==> config.mk <==
export PLATFORM = sky130hd
export DESIGN_NAME = rlpp_front
export DESIGN_NICKNAME = d
export VERILOG_FILES = /design/src/design/rlpp_pkg.sv /design/src/design/rlpp_front.sv
export SDC_FILE = /design/constraint.sdc
export NUM_CORES = 2
export LEC_CHECK = 0
export BUFFER_PORTS_ARGS = -buffer_cell sky130_fd_sc_hd__buf_2
export CAP_MARGIN = 40
export CELL_PAD_IN_SITES_DETAIL_PLACEMENT = 0
export CELL_PAD_IN_SITES_GLOBAL_PLACEMENT = 1
export CORE_MARGIN = 4
export CORE_UTILIZATION = 52
export CTS_CLUSTER_SIZE = 30
export DETAILED_ROUTE_END_ITERATION = 10
export PLACE_DENSITY = 0.95
export SYNTH_ARGS = -nofsm -noshare
export SYNTH_HDL_FRONTEND = slang
export SYNTH_SLANG_ARGS = --single-unit
export TNS_END_PERCENT = 30
==> constraint.sdc <==
create_clock -name clk -period 14.2 [get_ports clk]
set_input_delay 1.42 -clock clk [delete_from_list [all_inputs] [get_ports clk]]
set_output_delay 1.42 -clock clk [all_outputs]
set_load 0.02 [all_outputs]
==> src/design/rlpp_pkg.sv <==
// rlpp_pkg: shared widths, constants and types for the radial lens point push.
// No dependencies; imported by every module of the block.
`default_nettype none

package rlpp_pkg;

    // Fixed-point format
    localparam int FRAC_BITS  = 8;
    localparam int ROOT_GUARD = 8;

    // Field widths
    localparam int POS_W      = 26;
    localparam int COL_W      = 7;
    localparam int DOT_W      = 16;
    localparam int RAD_W      = 24;
    localparam int CFG_IDX_W  = 2;

    // Datapath widths
    localparam int DIFF_W     = POS_W + 1;            // star minus centre
    localparam int SQ_W       = 2 * DIFF_W;           // squared offset, also sum width
    localparam int R2_W       = 2 * RAD_W;            // radius squared
    localparam int D2_W       = R2_W;                 // distance squared inside the lens
    localparam int MAG_W      = RAD_W;                // |offset| inside the lens
    localparam int RADC_W     = D2_W + 2 * ROOT_GUARD; // root radicand
    localparam int ROOT_W     = RADC_W / 2;
    localparam int REM_W      = ROOT_W + 2;
    localparam int QUO_W      = RAD_W + 1;
    localparam int NUM_W      = R2_W + ROOT_GUARD + 1;
    localparam int OFS_W      = POS_W + 2;

    // Stars this close to the centre keep their position
    localparam logic [SQ_W-1:0] NEAR_LIMIT =
        SQ_W'((64'd1 << (2 * FRAC_BITS)) / 64'd1000000);

    localparam logic [DOT_W-1:0] DOT_RESET = DOT_W'(768);

    localparam logic signed [OFS_W-1:0] POS_MAX = OFS_W'((64'sd1 <<< (POS_W - 1)) - 64'sd1);
    localparam logic signed [OFS_W-1:0] POS_MIN = OFS_W'(-(64'sd1 <<< (POS_W - 1)));

    // Configuration register indexes
    typedef enum logic [CFG_IDX_W-1:0] {
        CFG_CENTER_X    = 2'd0,
        CFG_CENTER_Y    = 2'd1,
        CFG_LENS_RADIUS = 2'd2,
        CFG_DOT_RADIUS  = 2'd3
    } cfg_idx_t;

    // Per-star data that rides along the pipeline
    typedef struct packed {
        logic signed [POS_W-1:0] star_x;
        logic signed [POS_W-1:0] star_y;
        logic [COL_W-1:0]        red;
        logic [COL_W-1:0]        green;
        logic [COL_W-1:0]        blue;
        logic [COL_W-1:0]        alpha;
        logic                    front;
        logic                    near;
        logic                    neg_x;
        logic                    neg_y;
        logic [MAG_W-1:0]        mag_x;
        logic [MAG_W-1:0]        mag_y;
    } side_t;

endpackage

`default_nettype wire

==> src/design/rlpp_front.sv <==
// rlpp_front: offset from the lens centre, squared distance and inside test.
// Three stages; stars on or outside the circle are dropped here. Uses rlpp_pkg.
`default_nettype none

module rlpp_front (
    input  logic                                 clk,
    input  logic                                 rst_n,
    input  logic signed [rlpp_pkg::POS_W-1:0]    center_x,
    input  logic signed [rlpp_pkg::POS_W-1:0]    center_y,
    input  logic [rlpp_pkg::RAD_W-1:0]           lens_radius,
    input  logic                                 in_vld,
    output logic                                 in_rdy,
    input  logic signed [rlpp_pkg::POS_W-1:0]    star_x,
    input  logic signed [rlpp_pkg::POS_W-1:0]    star_y,
    input  logic [rlpp_pkg::COL_W-1:0]           red,
    input  logic [rlpp_pkg::COL_W-1:0]           green,
    input  logic [rlpp_pkg::COL_W-1:0]           blue,
    input  logic [rlpp_pkg::COL_W-1:0]           alpha,
    input  logic                                 front,
    output logic                                 out_vld,
    input  logic                                 out_rdy,
    output rlpp_pkg::side_t                      out_side,
    output logic [rlpp_pkg::D2_W-1:0]            out_d2
);
    import rlpp_pkg::*;

    localparam int NS = 3;

    logic [NS-1:0]             vld_reg, vld_next;
    logic [NS:0]               adv;
    logic signed [DIFF_W-1:0]  dx_reg, dy_reg;
    logic [SQ_W-1:0]           sqx_reg, sqy_reg;
    logic [R2_W-1:0]           rr_reg;
    logic [D2_W-1:0]           d2_reg;
    side_t                     s0_reg, s1_reg, s2_reg;
    side_t                     s0_next, s1_next, s2_next;
    logic [DIFF_W-1:0]         ax, ay;
    logic [SQ_W-1:0]           d2_sum;
    logic                      in_lens;

    // Stage advance: a stage loads when empty or when its successor moves
    always_comb
    begin
        adv[NS] = out_rdy;
        for (int i = NS - 1; i >= 0; i--)
        begin
            adv[i] = !vld_reg[i] || adv[i + 1];
        end
    end

    assign in_rdy = adv[0];

    // Stage 0 payload
    always_comb
    begin
        s0_next        = '0;
        s0_next.star_x = star_x;
        s0_next.star_y = star_y;
        s0_next.red    = red;
        s0_next.green  = green;
        s0_next.blue   = blue;
        s0_next.alpha  = alpha;
        s0_next.front  = front;
    end

    // Stage 1: magnitudes and signs
    always_comb
    begin
        ax = dx_reg[DIFF_W-1] ? DIFF_W'(-dx_reg) : DIFF_W'(dx_reg);
        ay = dy_reg[DIFF_W-1] ? DIFF_W'(-dy_reg) : DIFF_W'(dy_reg);
        s1_next       = s0_reg;
        s1_next.neg_x = dx_reg[DIFF_W-1];
        s1_next.neg_y = dy_reg[DIFF_W-1];
        s1_next.mag_x = ax[MAG_W-1:0];
        s1_next.mag_y = ay[MAG_W-1:0];
    end

    // Stage 2: distance squared against radius squared
    always_comb
    begin
        d2_sum       = sqx_reg + sqy_reg;
        in_lens      = d2_sum < SQ_W'(rr_reg);
        s2_next      = s1_reg;
        s2_next.near = d2_sum <= NEAR_LIMIT;
    end

    // Valid bits travel with the data
    always_comb
    begin
        vld_next[0] = adv[0] ? in_vld : vld_reg[0];
        vld_next[1] = adv[1] ? vld_reg[0] : vld_reg[1];
        vld_next[2] = adv[2] ? (vld_reg[1] && in_lens) : vld_reg[2];
    end

    always_ff @(posedge clk or negedge rst_n)
    begin
        if (!rst_n)
        begin
            vld_reg <= '0;
        end
        else
        begin
            vld_reg <= vld_next;
        end
    end

    always_ff @(posedge clk)
    begin
        if (adv[0])
        begin
            dx_reg <= DIFF_W'(star_x) - DIFF_W'(center_x);
            dy_reg <= DIFF_W'(star_y) - DIFF_W'(center_y);
            s0_reg <= s0_next;
        end
        if (adv[1])
        begin
            sqx_reg <= ax * ax;
            sqy_reg <= ay * ay;
            rr_reg  <= lens_radius * lens_radius;
            s1_reg  <= s1_next;
        end
        if (adv[2])
        begin
            d2_reg <= d2_sum[D2_W-1:0];
            s2_reg <= s2_next;
        end
    end

    assign out_vld  = vld_reg[NS-1];
    assign out_side = s2_reg;
    assign out_d2   = d2_reg;

endmodule

`default_nettype wire

### Yosys cells after proc, flatten, opt, wreduce, memory -nomap -nowiden

Cells that the tools add are included.

* flip-flop bits (word level): 605
* output and inout port bits: 182
* input bits: 161

* add/subtract/negate cells: 5
* mux-type cells: 2
* reductions and logical operators: 7
* magnitude comparators: 2
* multiply operators: 3

Operator list (count)
* multiplier 27 x 27 -> 54 bit: 2
* adder 54 bit: 1
* <= comparator 54 x 1 -> 1 bit, second input constant: 1
* less-than comparator 54 x 48 -> 1 bit: 1
* two-way mux 27 bit: 2
* negator 27 bit: 2
* subtractor 26 x 26 -> 27 bit: 2
* multiplier 24 x 24 -> 48 bit: 1
* logical NOT 1 bit: 3
* logical OR 1 bit: 3
* logical AND 1 bit: 1

### Longest topological paths before layout

* depth in word-level cells: 4
* gate-level depth with buffers: 44
* depth with buffers taken out: 40

### Least setup slack after synthesis

Ideal clock, no wire load.

* kind: register to register
* start point: reg dx_reg[0]
* end point: reg sqx_reg[53] (data pin)
* stages on the path, launching flop included: 43
* data required time: 13.941 ns
* buffers on the path: 3
* arrival time: 10.288 ns
* path slack: 3.653 ns
* period minus slack after synthesis: 10.547 ns
* cell sequence: edfxtp_1 -> clkbuf_1 -> inv_1 -> clkbuf_1 -> ha_1 -> nand2_1 -> or3_1 -> nor2_1 -> nand2_1 -> or3_1 -> or4_1 -> nand2b_1 -> o31ai_1 -> xor2_1 -> inv_2 -> clkbuf_1 -> nand2_1 -> fa_1 -> [... 7 more ...] -> fa_1 -> inv_1 -> fa_1 -> inv_1 -> ha_1 -> a21o_1 -> or3_1 -> or3b_1 -> or3_1 -> and4b_1 -> o2111ai_1 -> nand3_1 -> o41ai_1 -> o21ai_1 -> a21oi_1 -> o21ai_0 -> a21oi_1 -> xnor2_1

* word-level cells in the longest chain between the ends: 3

Ends and longest elaborated chain
* from (decl): line rlpp_front.sv:31 `logic signed [DIFF_W-1:0] dx_reg, dy_reg;`
* from (signal assigned): line rlpp_front.sv:111 `dx_reg <= DIFF_W'(star_x) - DIFF_W'(center_x);`
* negator 27 bit: line rlpp_front.sv:69 `ax = dx_reg[DIFF_W-1] ? DIFF_W'(-dx_reg) : DIFF_W'(dx_reg);`
* two-way mux 27 bit *: line rlpp_front.sv:69
* multiplier 27 x 27 -> 54 bit *: line rlpp_front.sv:117 `sqx_reg <= ax * ax;`
* to (signal assigned): line rlpp_front.sv:117
* to (decl): line rlpp_front.sv:32 `logic [SQ_W-1:0] sqx_reg, sqy_reg;`

Mark *: on every way between the ends. The rest lies on a longest branch, timed or not.
A chain may end at the register's enable or synchronous reset.

### Worst setup path in the final report

Ends and elaborated chain as after synthesis.

==> qor_table.md <==
| Result | This run | Unit |
|:---|:---|:---|
| Fmax | 81.3 | MHz |
| Setup_tns | 0 | ns |
| First drt pass iteration count | 6 | - |
| Arrival time of data at the critical path endpoint | 12.73 | ns |
| RSZ-0062 raised after global routing | false | - |
| Sequential fraction of the synthesis area | 22.3 | % |
| Number of enable flip-flop cells after synthesis | 597 | - |
| Area of the multi-input gates | 53900 | sq um |
| Post-synthesis simple-gate area fraction | 8.70 | % |
| Post-synth design cell area | 80600 | sq um |
| Number of clock sinks | 600 | - |
| Min Hold Slack | 0.413 | ns |
| Max Cap Viol | 0 | - |
| Total number of placement rows | 144 | - |
| Minimum clock period | 12.30 | ns |
| Count of yosys warnings during synthesis | 0 | - |
| Final std cell area, no fill | 87600 | sq um |
| Startpoint Class | flop | - |
| Fin Clk Skew | 0.0334 | ns |
| Share of the synthesized area in compound gates (AO/OA/AOI/OAI) | 5.38 | % |
| Crit. End Element | flop | - |
| Cell count after synthesis | 7763 | - |
| Initial antenna violation count | 7 | - |
| Synth Area in Adders | 49.1 | % |
| CTS H-Tree Depth | 3 | - |
| Biggest fanout along the worst timing path | 18 | - |
| Parity-gate share of the synthesized area counting xor and xnor cells | 3.27 | % |
| Actual transition at the worst max-transition pin | 0.984 | ns |
| DRC violation total after the first TritonRoute iteration | 3920 | - |
| Final weighted congestion of routability-driven global placement | 0.953 | - |
| CP most frequent cell | sky130_fd_sc_hd__inv_1 | - |
| Overall die area | 161000 | sq um |
| Via count of the first global-routing pass | 60483 | - |
| Vias post-DR | 54643 | - |
| Final period utilization | 86.6 | % |
| Width of the chip | 402 | um |
| Detail-routed net length per standard cell | 19.6 | um |
| CP max stage delay | 0.77 | ns |
| Most common cell after layout, fill and taps aside | sky130_fd_sc_hd__inv_1 | - |
| Ratio of cells with drive above 1 in the final layout | 7.39 | % |
| Standard cell core area | 154000 | sq um |
| Clock tree root buffer cell | sky130_fd_sc_hd__clkbuf_16 | - |
| Number of synthesized register bits | 600 | - |
| Clock tree from TritonCTS | yes | - |
| Final #Nets | 10543 | - |
| Flip-flop count of the largest register after layout | 132 | - |
| Proportion of synthesized area in mux cells | 0.0419 | % |
| Commonest non-fill, non-tap cells in the layout | 2196 x sky130_fd_sc_hd__inv_1, 1529 x sky130_fd_sc_hd__fa_1, 718 x sky130_fd_sc_hd__ha_1, 612 x sky130_fd_sc_hd__nand2_1, 597 x sky130_fd_sc_hd__edfxtp_1 | - |
| Buffers on Ports | 342 | - |
| Resized Gates After CTS | 0 | - |
| Post-detail-place hpwl | 161 | mm |
| Insertion delay of the later-clocked pin in the worst-skew pair | 0.68 | ns |
| Main combinational cell family by area after synthesis | adder cells | - |
| Leading cell types by total area after synthesis | sky130_fd_sc_hd__fa_1 38%, sky130_fd_sc_hd__edfxtp_1 22%, sky130_fd_sc_hd__ha_1 11%, sky130_fd_sc_hd__inv_1 10%, sky130_fd_sc_hd__nand2_1 2.9% | - |
| Sequential Area | 18000 | sq um |
| Number of buffers added for setup after CTS | 0 | - |
| Hold bufs inserted after CTS | 0 | - |
| Average cell area after synthesis | 10.4 | sq um |
| Final setup violation count | 0 | - |
| Placed instance area | 85300 | sq um |
| Routed wire length | 201 | mm |
| Required time of the critical path | 14.63 | ns |
| Clock slew at the register clock pins of the worst setup and hold paths | 0.06 | ns |
| Final-report max-slew violation count | 0 | - |
| Leading area contributor after synthesis | sky130_fd_sc_hd__fa_1 | - |
| Count of boundary I/O pins | 343 | - |
| Count of filler cells inserted in the layout | 12814 | - |
| DRC Markers | 0 | - |
| Maximum count of clock buffers along a single path | 3 | - |
| Layout Area Growth over Synthesis | 8.72 | % |
| Num CTS Buffers | 72 | - |
| Category of cells accounting for the largest share of critical-path delay | adder cells | - |
| Fraction of synthesized cell area taken by the top area cell type | 38.0 | % |
| Pin count of the biggest net entering global routing | 105 | - |
| Class of the tightest hold or removal check | flop to flop | - |
| Flip-flop cell with the highest count after synthesis | sky130_fd_sc_hd__edfxtp_1 | - |
| Detail Route Antenna Nets | 0 | - |
| Endpoints failing hold | 0 | - |
| Via-to-Cell Ratio | 5.34 | - |
| Relative slew slack | 34.2 | % |
| First-pass GRT wire length | 323 | mm |
| Worst setup path class | flop to flop | - |
| Starting utilization of the core area | 52.3 | % |
| Result of the run | complete, no violations | - |
| Proportion of synthesized flip-flops having asynchronous set or reset | 0.500 | % |
| Total global routing overflow | 0 | - |
| Number of distinct library cells after synthesis | 85 | - |
| Die Y | 402 | um |
| All-Layer GR Usage | 25.6 | % |
| Worst path buffer plus inverter count | 9 | - |
| Cell type of the slowest stage on the worst timing path | sky130_fd_sc_hd__edfxtp_1 | - |
synth_stat cells (13+ instances only):
cell type,instances
sky130_fd_sc_hd__clkbuf_1,154
sky130_fd_sc_hd__edfxtp_1,597
sky130_fd_sc_hd__nor2b_1,48
sky130_fd_sc_hd__nand4_1,22
sky130_fd_sc_hd__a211oi_1,17
sky130_fd_sc_hd__a31oi_1,16
sky130_fd_sc_hd__o21a_1,27
sky130_fd_sc_hd__and3_1,24
sky130_fd_sc_hd__inv_1,2197
sky130_fd_sc_hd__a21o_1,114
sky130_fd_sc_hd__ha_1,718
sky130_fd_sc_hd__xor2_1,101
sky130_fd_sc_hd__and2_1,182
sky130_fd_sc_hd__nand3_1,47
sky130_fd_sc_hd__o21ai_1,13
sky130_fd_sc_hd__a21oi_1,229
sky130_fd_sc_hd__o31ai_1,16
sky130_fd_sc_hd__nand2b_1,54
sky130_fd_sc_hd__nor3_1,36
sky130_fd_sc_hd__fa_1,1529
sky130_fd_sc_hd__o21bai_1,31
sky130_fd_sc_hd__nor2_1,429
sky130_fd_sc_hd__o21ai_0,126
sky130_fd_sc_hd__or3_1,16
sky130_fd_sc_hd__xnor2_1,198
sky130_fd_sc_hd__nand2_1,613
sky130_fd_sc_hd__or4_1,13
stage by stage:
stage | worst slack (ns) | util, % | cells
finish | 1.90 | 56.9 | 10231
floorplan | 3.65 | - | 7801
CTS | 1.89 | 56.9 | 10227
global route | 1.35 | 56.9 | 10230
detailed placement | 1.89 | 55.4 | 10102
global placement | 2.28 | 55.2 | 10089
cells by family after synthesis:
logic type,count (synthesis)
buffers and inverters,2390
adders and majority gates,2247
and+or+nand+nor,1536
AOI/OAI and AO/OA,685
DFF,600
xor gates and xnor gates,300
muxes,3
other,2
worst register-to-register path: cells and delay by family, from the launching register on:
kind            cells  cell delay, ns
flops               1            0.77
simple gates       11            2.95
compound gates      9            2.21
buf+inv             9            1.72
fa+ha+maj           9            4.19
xor+xnor            2            0.25
worst paths after layout:
check	start	slack [ns]	end	depth (start not counted)
worst max register to register	dx_reg[0]	1.90	sqx_reg[53]	40
min in group asynchronous	rst_n	0.53	vld_reg[2]	1
worst max-delay path	dx_reg[0]	1.90	sqx_reg[53]	40
max in group asynchronous	rst_n	13.56	vld_reg[1]	1
worst min register to register	s1_reg[90]	0.41	out_side[90]	0
worst min-delay path	s1_reg[90]	0.41	out_side[90]	0
per-layer routing:
metal	wire length (um)	part of all wire [%]	GRT usage, %	up-vias
met5	0	0	0	-
met4	9130	4.5	10.0	0
met3	16800	8.4	4.65	558
met2	99100	49	43.7	2096
met1	76000	38	32.5	27727
li1	-	-	-	24262
area by class of cell:
class | instances | share of cell area [%]
Multi-Input combinational cell | 4811 | 61.5
Antenna cell | 1 | 0.00286
Clock inverter | 46 | 0.513
Sequential cell | 600 | 20.5
Tap cell | 2044 | 2.92
Clock buffer | 79 | 2.09
Timing Repair Buffer | 430 | 2.88
Inverter | 2220 | 9.52
Power is not shown: default switching activity piles up to over one toggle a cycle in this logic, so the estimate is an artifact.
